**src/hw/rtl/twt_pkg.sv**
```systemverilog
// ----------------------------------------------------------------------------
// twt_pkg
// Types and constants shared by the heartbeat watchdog table.
// ----------------------------------------------------------------------------
package twt_pkg;

	localparam int MAX_TASKS = 16;
	localparam int ADDR_W    = (MAX_TASKS > 1) ? $clog2(MAX_TASKS) : 1;
	localparam int CNT_W     = $clog2(MAX_TASKS + 1);
	localparam int SLOT_W    = 4;
	localparam int CMP_W     = (CNT_W > SLOT_W) ? CNT_W : SLOT_W;

	localparam logic [2:0] OP_REGISTER    = 3'd0;
	localparam logic [2:0] OP_HEARTBEAT   = 3'd1;
	localparam logic [2:0] OP_CHECK       = 3'd2;
	localparam logic [2:0] OP_SET_STATE   = 3'd3;
	localparam logic [2:0] OP_SET_MONITOR = 3'd4;

	localparam logic [2:0] PH_STARTING  = 3'd0;
	localparam logic [2:0] PH_RUNNING   = 3'd1;
	localparam logic [2:0] PH_WAITCLOCK = 3'd2;
	localparam logic [2:0] PH_WARNING   = 3'd3;
	localparam logic [2:0] PH_TIMEOUT   = 3'd4;
	localparam logic [2:0] PH_RECOVERED = 3'd5;
	localparam logic [2:0] PH_STOPPED   = 3'd6;

	typedef struct packed {
		logic [2:0]        opcode;
		logic [SLOT_W-1:0] slot;
		logic [31:0]       now_ms;
		logic [31:0]       timeout_ms;
		logic              monitor_on;
		logic [2:0]        new_state;
	} req_t;

	typedef struct packed {
		logic              accepted;
		logic [SLOT_W-1:0] slot_out;
		logic              timed_out;
		logic [2:0]        state_out;
		logic [31:0]       beats;
	} rsp_t;

	typedef struct packed {
		logic [31:0] limit;
		logic [31:0] last_seen;
		logic [31:0] beats;
		logic [2:0]  phase;
		logic        watch;
	} entry_t;

	typedef struct packed {
		logic              wr_en;
		logic [ADDR_W-1:0] wr_addr;
		entry_t            wr_entry;
		logic              used_inc;
		rsp_t              rsp;
	} upd_t;

endpackage

```
**src/hw/rtl/twt_req_if.sv**
```systemverilog
// ----------------------------------------------------------------------------
// twt_req_if
// Request channel: valid/ready handshake carrying one command beat.
// ----------------------------------------------------------------------------
interface twt_req_if;
	import twt_pkg::*;

	logic valid;
	logic ready;
	req_t data;

	modport source (output valid, output data, input ready);
	modport sink (input valid, input data, output ready);
endinterface

```
**src/hw/rtl/twt_rsp_if.sv**
```systemverilog
// ----------------------------------------------------------------------------
// twt_rsp_if
// Response channel: valid/ready handshake carrying one result beat.
// ----------------------------------------------------------------------------
interface twt_rsp_if;
	import twt_pkg::*;

	logic valid;
	logic ready;
	rsp_t data;

	modport source (output valid, output data, input ready);
	modport sink (input valid, input data, output ready);
endinterface

```
**src/hw/rtl/twt_update.sv**
```systemverilog
// ----------------------------------------------------------------------------
// twt_update
// Read-modify-write logic: decodes a command against the entry read from
// the table and produces the write-back, the count update and the result.
// ----------------------------------------------------------------------------
module twt_update (
	input  twt_pkg::req_t             req,
	input  twt_pkg::entry_t           rd_entry,
	input  logic [twt_pkg::CNT_W-1:0] used,
	output twt_pkg::upd_t             upd
);
	import twt_pkg::*;

	logic        in_use;
	logic        full;
	logic [31:0] elapsed;
	entry_t      nxt;

	assign in_use  = CMP_W'(req.slot) < CMP_W'(used);
	assign full    = (used == CNT_W'(MAX_TASKS));
	assign elapsed = req.now_ms - rd_entry.last_seen;

	always_comb begin
		nxt = rd_entry;
		upd = '0;
		upd.wr_addr = ADDR_W'(req.slot);
		upd.rsp.slot_out = req.slot;
		unique case (req.opcode) inside
			OP_REGISTER: begin
				if (!full) begin
					nxt.limit     = req.timeout_ms;
					nxt.last_seen = req.now_ms;
					nxt.beats     = '0;
					nxt.phase     = PH_STARTING;
					nxt.watch     = req.monitor_on;
					upd.wr_en     = 1'b1;
					upd.wr_addr   = ADDR_W'(used);
					upd.used_inc  = 1'b1;
					upd.rsp.accepted = 1'b1;
					upd.rsp.slot_out = SLOT_W'(used);
				end
			end
			OP_HEARTBEAT, OP_CHECK, OP_SET_STATE, OP_SET_MONITOR: begin
				if (in_use) begin
					upd.wr_en        = 1'b1;
					upd.rsp.accepted = 1'b1;
					unique case (req.opcode)
						OP_HEARTBEAT: begin
							nxt.last_seen = req.now_ms;
							nxt.beats     = rd_entry.beats + 32'd1;
							if (rd_entry.phase == PH_TIMEOUT)
								nxt.phase = PH_RECOVERED;
							else if (rd_entry.phase == PH_STARTING ||
								rd_entry.phase == PH_RECOVERED ||
								rd_entry.phase == PH_WARNING)
								nxt.phase = PH_RUNNING;
						end
						OP_CHECK: begin
							upd.rsp.timed_out = rd_entry.watch &&
								(rd_entry.limit != 32'd0) &&
								(elapsed > rd_entry.limit);
						end
						OP_SET_STATE: begin
							if (req.new_state <= PH_STOPPED)
								nxt.phase = req.new_state;
						end
						default: begin
							nxt.watch     = req.monitor_on;
							nxt.last_seen = req.now_ms;
						end
					endcase
					upd.rsp.state_out = nxt.phase;
					upd.rsp.beats     = nxt.beats;
				end
			end
			default: ;
		endcase
		upd.wr_entry = nxt;
	end
endmodule

```
**src/hw/rtl/task_heartbeat_watchdog_table_top.sv**
```systemverilog
// ----------------------------------------------------------------------------
// task_heartbeat_watchdog_table_top
// Heartbeat watchdog table for up to MAX_TASKS channels.
//
// Channels: req (command beats) and rsp (one result beat per command),
// both valid/ready. Commands register a channel, stamp a heartbeat, check
// for a timeout, force a phase or change the monitor enable.
// A taken command is held in stage one (rd_s1, req_s1) with its table
// read; the result is then registered in rsp_q and offered on rsp.
// The single-port table read on accept is followed by the write-back when
// the command finishes; a new command is taken only after the previous
// one has written back.
// The output register lets the next command enter while a result waits;
// if rsp stalls, the pending command holds its read data until the output
// register frees up, and req.ready stays low meanwhile.
// Reset clears the allocation count and all valid flags; table contents
// are not cleared and are written when a slot is registered.
// ----------------------------------------------------------------------------
module task_heartbeat_watchdog_table_top (
	input logic        clk,
	input logic        arst_n,
	twt_req_if.sink    req,
	twt_rsp_if.source  rsp
);
	import twt_pkg::*;

	entry_t            mem [MAX_TASKS];
	entry_t            rd_s1;
	req_t              req_s1;
	logic              v_s1;
	logic [CNT_W-1:0]  used_q;
	rsp_t              rsp_q;
	logic              rsp_v_q;
	logic              req_fire;
	logic              done;
	upd_t              upd;

	assign req.ready = !v_s1;
	assign req_fire  = req.valid && req.ready;
	assign done      = v_s1 && (!rsp_v_q || rsp.ready);

	always_ff @(posedge clk) begin
		if (done && upd.wr_en)
			mem[upd.wr_addr] <= upd.wr_entry;
		if (req_fire) begin
			rd_s1  <= mem[ADDR_W'(req.data.slot)];
			req_s1 <= req.data;
		end
	end

	twt_update u_update (
		.req      (req_s1),
		.rd_entry (rd_s1),
		.used     (used_q),
		.upd      (upd)
	);

	always_ff @(posedge clk or negedge arst_n) begin
		if (!arst_n) begin
			v_s1    <= 1'b0;
			used_q  <= '0;
			rsp_v_q <= 1'b0;
		end else begin
			if (req_fire)
				v_s1 <= 1'b1;
			else if (done)
				v_s1 <= 1'b0;
			if (done && upd.used_inc)
				used_q <= used_q + CNT_W'(1);
			if (done)
				rsp_v_q <= 1'b1;
			else if (rsp.ready)
				rsp_v_q <= 1'b0;
		end
	end

	always_ff @(posedge clk) begin
		if (done)
			rsp_q <= upd.rsp;
	end

	assign rsp.valid = rsp_v_q;
	assign rsp.data  = rsp_q;

	a_used_bound: assert property (@(posedge clk) disable iff (!arst_n)
		used_q <= CNT_W'(MAX_TASKS))
		else $error("allocation count beyond table size");

	a_used_step: assert property (@(posedge clk) disable iff (!arst_n)
		used_q != $past(used_q) |-> used_q == $past(used_q) + CNT_W'(1))
		else $error("allocation count moved by more than one");

	a_fire_busy: assert property (@(posedge clk) disable iff (!arst_n)
		req_fire |=> v_s1 && !req.ready)
		else $error("command not held in stage one after accept");

	a_done_out: assert property (@(posedge clk) disable iff (!arst_n)
		done |=> rsp_v_q && !v_s1)
		else $error("finished command produced no result beat");
endmodule

```
**src/flat_wrapper.sv**
```systemverilog
// flat-port wrapper written by rule: the top's interface ports become plain ports
module task_heartbeat_watchdog_table_top_flat import twt_pkg::*;
  (clk, arst_n, req_valid, req_data, req_ready, rsp_valid, rsp_data, rsp_ready);
  twt_req_if req_i ();
  twt_rsp_if rsp_i ();
  input logic clk;
  input logic arst_n;
  input wire logic [$bits(req_i.valid)-1:0] req_valid;
  input wire logic [$bits(req_i.data)-1:0] req_data;
  output wire logic [$bits(req_i.ready)-1:0] req_ready;
  output wire logic [$bits(rsp_i.valid)-1:0] rsp_valid;
  output wire logic [$bits(rsp_i.data)-1:0] rsp_data;
  input wire logic [$bits(rsp_i.ready)-1:0] rsp_ready;
  assign req_i.valid = req_valid;
  assign req_i.data = req_data;
  assign req_ready = req_i.ready;
  assign rsp_valid = rsp_i.valid;
  assign rsp_data = rsp_i.data;
  assign rsp_i.ready = rsp_ready;
  task_heartbeat_watchdog_table_top u_core (.clk(clk), .arst_n(arst_n), .req(req_i), .rsp(rsp_i));
endmodule
```
**config.mk**
```make
export PLATFORM = sky130hd
export DESIGN_NAME = task_heartbeat_watchdog_table_top_flat
export DESIGN_NICKNAME = d
export VERILOG_FILES = /design/src/hw/rtl/twt_pkg.sv /design/src/hw/rtl/twt_req_if.sv /design/src/hw/rtl/twt_rsp_if.sv /design/src/hw/rtl/twt_update.sv /design/src/hw/rtl/task_heartbeat_watchdog_table_top.sv /design/src/flat_wrapper.sv
export SDC_FILE = /design/constraint.sdc
export NUM_CORES = 1
export LEC_CHECK = 0
export CAP_MARGIN = 20
export CORE_ASPECT_RATIO = 1.75
export CORE_UTILIZATION = 45
export DETAILED_ROUTE_END_ITERATION = 8
export DONT_BUFFER_PORTS = 1
export MAX_ROUTING_LAYER = met4
export SKIP_LAST_GASP = 1
export SYNTH_ARGS = -nofsm -noshare
export SYNTH_HDL_FRONTEND = slang
export SYNTH_SLANG_ARGS = --single-unit
```
**constraint.sdc**
```tcl
create_clock -name clk -period 12.8 [get_ports clk]
set_input_delay 0.64 -clock clk [delete_from_list [all_inputs] [get_ports clk]]
set_output_delay 0.64 -clock clk [all_outputs]
set_load 0.02 [all_outputs]
```
### Word-level counts from Yosys, hierarchy flattened

Memories as Yosys holds them, arrays and structs flattened. A register that Yosys moved wholly into a read port is not among the register bits.
Cells that the tools add are included.

* flip-flop bits (word level): 123
* memory bits (writable): 1600
* output and inout port bits: 43
* memories kept: 1

Memories
* u_core.mem: words 16, bits a word 100, read ports 1, clocked after Yosys merged registers in 1, wr ports 1, RTL line task_heartbeat_watchdog_table_top.sv:27 `entry_t mem [MAX_TASKS];`

* add/sub/neg operators: 3
* magnitude comparators: 3
* eq/ne operators: 8
* mux-type cells: 25
* reductions and logical operators: 21

Operators by type and width (count)
* $pmux 68 s2: 1
* $mux 100: 1
* $mux 32: 3
* $mux 68: 1
* $add 32x1->32 const B: 1
* $gt 32x32->1: 1
* $reduce_bool 32->1: 1
* $sub 32x32->32: 1
* $eq 3x2->1 const B: 3
* $eq 3x3->1 const B: 3
* $mux 1: 9
* $mux 3: 3
* $mux 4: 2
* $logic_and 1x1->1: 6
* $logic_not 3->1: 2
* $mux 6: 1
* $pmux 3 s2: 1
* $add 5x1->5 const B: 1
* $eq 5x5->1 const B: 1
* $lt 4x5->1: 1
* $mux 5: 1
* $pmux 1 s2: 2
* $reduce_bool 2->1: 2
* $reduce_or 4->1: 1
* other kinds (8): 11

### Longest topological paths before layout

* depth after elaboration: 8
* depth in mapped cells: 17
* depth with buffers taken out: 17

### Cells and area by module

Synthesis repeated with hierarchy kept, for this count alone.

* cells, all modules: 3467
* area, all modules: 71790.1 sq um

Modules (own cells, without submodules)
* task_heartbeat_watchdog_table_top: instances 1, cells an instance 2702, area each 66562.6 sq um, sequential area each 54707.5 sq um
* twt_update: instances 1, cells an instance 765, area each 5227.5 sq um, sequential area each 0.0 sq um

### Worst setup path before layout

Ideal clock, no wire load.

* path kind: input to register
* start: in req_valid
* end: reg u_core.rd_s1[0] (netlist name)
* setup time: 733 ps
* arrival time: 8196 ps
* data required time: 12067 ps
* setup slack: 3871 ps
* stages on the path: 1
* cell sequence: nor2b_1

* cells in the longest elaborated chain, start to end: 1

Ends and longest elaborated chain
* from (decl): RTL line flat_wrapper.sv:8 `input wire logic [$bits(req_i.valid)-1:0] req_valid;`
* $logic_and 1x1->1: RTL line task_heartbeat_watchdog_table_top.sv:39 `assign req_fire = req.valid && req.ready;`

Every way passes these cells.
A chain may end at the register's enable or synchronous reset.

==> results.yml <==
floorplanning:
  floorplan.core_area_um2: 160000
  die_area_um2: 163000
  io_pins: 122
  die_y_um: 533.3
  die_w_um: 305.6
  initial_core_util_pct: 45.38
  placement_rows: 194
clock_tree:
  post_cts_resized: 0
  insertion_delay_to_the_later_sink_of_the_worst_skew_pair_ns: 0.82
  clock_path_buffers: 4
  cts_buffers: 172
  cts_tree: "built"
  worst_setup_hold_path_clk_slew_ns: 0.06
  clock_tree.root_cell: "sky130_fd_sc_hd__clkbuf_16"
  clock_sinks: 1823
  cts-htree-levels: 4
sta:
  tightest_slew_ns: 1.701
  timing.clock.skew_ns: 0.04245
  setup_tns_ns: 0
  slew_headroom_pct: -13.37
  number_of_setup_violations_in_the_final_report: 0
  finalCriticalPeriod_ns: 4.635
  max_freq_mhz: 215.7
  report.final.slew_viol_count: 81
  timing_hold_violations_final: 0
  fin_crit_sh_pct: 36.21
  grt_setup_unrepaired: "false"
logic_synthesis:
  yosysWarnings: 0
  ys_seq_elements: 1823
  synth-edff-count: 1816
  ys.flop_type: "sky130_fd_sc_hd__edfxtp_1"
  cell_area_after_synthesis_um2: 72590
  syn-instance-count: 3323
  synthesis.area_per_instance_um2: 21.84
  synth-async-reset-ratio_pct: 0.3840
  mappedNetlistNets: 3472
  synth_sequential_area_ratio_pct: 75.37
  synth.distinct_cells: 88
global_route:
  antenna_found_initial: 24
  grtUsageTotal_pct: 21.69
  vias_in_the_first_global_route: 35540
  grt_pass1_wl_um: 248400
  grt.overflow.total: 0
  grt_max_degree: 402
place:
  place.detailed.hpwl_um: 92920
  gp_congestion: 0.8517
  portBuffers: 0
critical_path:
  critPathLaunchType: "register"
  crit_end: "u_core.mem[0][4]"
  critPathKind: "register to register"
  timing.critical_path.arrival_ns: 5.04
  setup.worst_path.start: "u_core.req_s1[73]"
  destination_of_the_worst_register_to_register_timing_path: "u_core.mem[0][4]"
  worstSetupEndpointType: "register"
  worst_r2r_path_depth: 8
  reg2reg_from: "u_core.req_s1[73]"
  crit_path_max_fanout: 54
  required_time_worst_endpoint_ns: 13.20
  ff_to_ff_setup_slack_ns: 8.16
final_layout:
  postLayoutCoreUtil_pct: 50.89
  mostFrequentLayoutCell: "sky130_fd_sc_hd__edfxtp_1"
  layout-drive-gt1-share_pct: 25.64
  most-common-layout-cells: "1816 x sky130_fd_sc_hd__edfxtp_1, 500 x sky130_fd_sc_hd__mux4_2, 175 x sky130_fd_sc_hd__clkbuf_16"
  area_overhead_of_the_layout_relative_to_synthesis_pct: 12.16
  finish.net_count: 3655
detailed_routing:
  drt_iter0_markers: 3174
  wirelength_routed_um: 170400
  routedWlPerCell_um: 29.82
  detailroute.via_count: 33790
  route.antenna.remaining_nets: 0
  drc: 0
  first_pass_iters: 8
  via_per_inst: 5.912
worst_hold_path:
  hold_path.startpoint: "req_data[71]"
  hold_path_class: "input port to register"
power_and_ir_drop:
  power_density_nw_per_um2: 177.1
  power.static_leakage_uw: 0.02572
  worst_ir_drop_vdd_mv: 0.1268
job:
  cap_violations: 0
run_status:
  status: "finished, violations left"
  violations: "slew limit"
## area by class of cell
| cell class | count | area [um^2] |
|---|---|---|
| fill | 12370 | 78550 |
| tap | 2058 | 2575 |
| inverter | 86 | 322.8 |
| clock inverter | 97 | 1059 |
| sequential | 1823 | 54710 |
| timing repair buffer | 166 | 1465 |
| antenna | 22 | 55.05 |
| multi-input combinational | 1257 | 16730 |
| clock buffer | 206 | 4496 |
## per-layer routing
metal | up-vias | global-route usage, % | routed length, um
li1 | 14300 | - | -
met1 | 18410 | 27.62 | 69430
met2 | 841 | 36.83 | 89310
met3 | 240 | 3.121 | 8048
met4 | 0 | 5.111 | 3650
met5 | - | - | 0
## power by group
part / switching, uW / internal, uW
logic: 1180 / 599
clock network: 2200 / 2940
registers: 213 / 7280
total: 3600 / 10800
## cell usage after synthesis, types with 22 or more instances
| library cell | instances | area share [%] |
|---|---|---|
| sky130_fd_sc_hd__edfxtp_1 | 1816 | 75 |
| sky130_fd_sc_hd__mux4_2 | 500 | 16 |
| sky130_fd_sc_hd__nand2_1 | 90 | 0.47 |
| sky130_fd_sc_hd__nor2_1 | 90 | 0.47 |
| sky130_fd_sc_hd__inv_1 | 86 | 0.44 |
| sky130_fd_sc_hd__o21ai_0 | 71 | 0.49 |
| sky130_fd_sc_hd__clkbuf_1 | 70 | 0.36 |
| sky130_fd_sc_hd__ha_1 | 69 | 1.2 |
| sky130_fd_sc_hd__a21oi_1 | 47 | 0.32 |
| sky130_fd_sc_hd__xnor2_1 | 42 | 0.51 |
| sky130_fd_sc_hd__mux2_2 | 37 | 0.57 |
| sky130_fd_sc_hd__nand3_1 | 31 | 0.21 |
| sky130_fd_sc_hd__buf_6 | 29 | 0.45 |
| sky130_fd_sc_hd__a21o_1 | 28 | 0.29 |
| sky130_fd_sc_hd__buf_4 | 24 | 0.25 |
| sky130_fd_sc_hd__mux2i_1 | 24 | 0.33 |
| sky130_fd_sc_hd__buf_2 | 22 | 0.15 |
## logic make-up (layout without fill, tap and decap cells)
kind of cell / after synthesis / in the layout / share of synthesized area (%)
fa+ha+maj: 70 / 70 / 1.217
simple gates: 345 / 345 / 2.498
flops: 1823 / 1823 / 75.37
compound gates: 220 / 220 / 1.977
buf+inv: 243 / 555 / 1.786
mux: 561 / 561 / 16.42
other cells: 0 / 22 / 0
xor+xnor: 61 / 61 / 0.7360
## worst min-delay path by stage
stage	to	slack [ns]	cells after the start
CTS	u_core.req_s1[69]	0.08	0
finish	u_core.rd_s1[21]	0.14	1
floorplan	u_core.rsp.valid	0.34	0
global route	u_core.req_s1[69]	0.07	0
detailed placement	u_core.used_q[4]	0.35	0
global placement	u_core.used_q[4]	0.35	0
## flip-flops by register name (all words and copies together) (netlist names)
name,cells
u_core.used_q,5
u_core.mem,1600
u_core.rsp.valid,1
u_core.rd_s1,100
u_core.req_s1,75
u_core.v_s1,1
u_core.rsp.data,41
## repair_timing
item / CTS / global route
hold endpoints to repair: 82 / 0
setup buffers: 0 / 0
hold buffers: 76 / 0
## metrics by stage
stage | cell area [um^2] | cells | setup slack [ns] | total power [uW] | hold slack, ns
5_1_grt | 81410 | 5715 | 7.849 | 14870 | 0.06611
4_1_cts | 81300 | 5685 | 8.089 | 14520 | 0.07713
6_report | 81410 | 5715 | 8.165 | 14420 | 0.1397
3_3_place_gp | 74960 | 5304 | 8.115 | 9343 | 0.3465
3_5_place_dp | 74980 | 5306 | 8.088 | 9380 | 0.3466
2_1_floorplan | 72590 | 3323 | 3.871 | 8812 | 0.3444
## critical path: stages, from the launching register on
cell and delay, ns:
sky130_fd_sc_hd__edfxtp_1 0.48, sky130_fd_sc_hd__nor3_1 0.65, sky130_fd_sc_hd__o21ai_0 0.19, sky130_fd_sc_hd__a22o_1 0.29, sky130_fd_sc_hd__nor2b_1 0.17, sky130_fd_sc_hd__nand2_1 0.25
sky130_fd_sc_hd__nor2_4 0.48, sky130_fd_sc_hd__buf_4 0.65, sky130_fd_sc_hd__buf_4 0.98
Power figures use the tool's default switching activity.
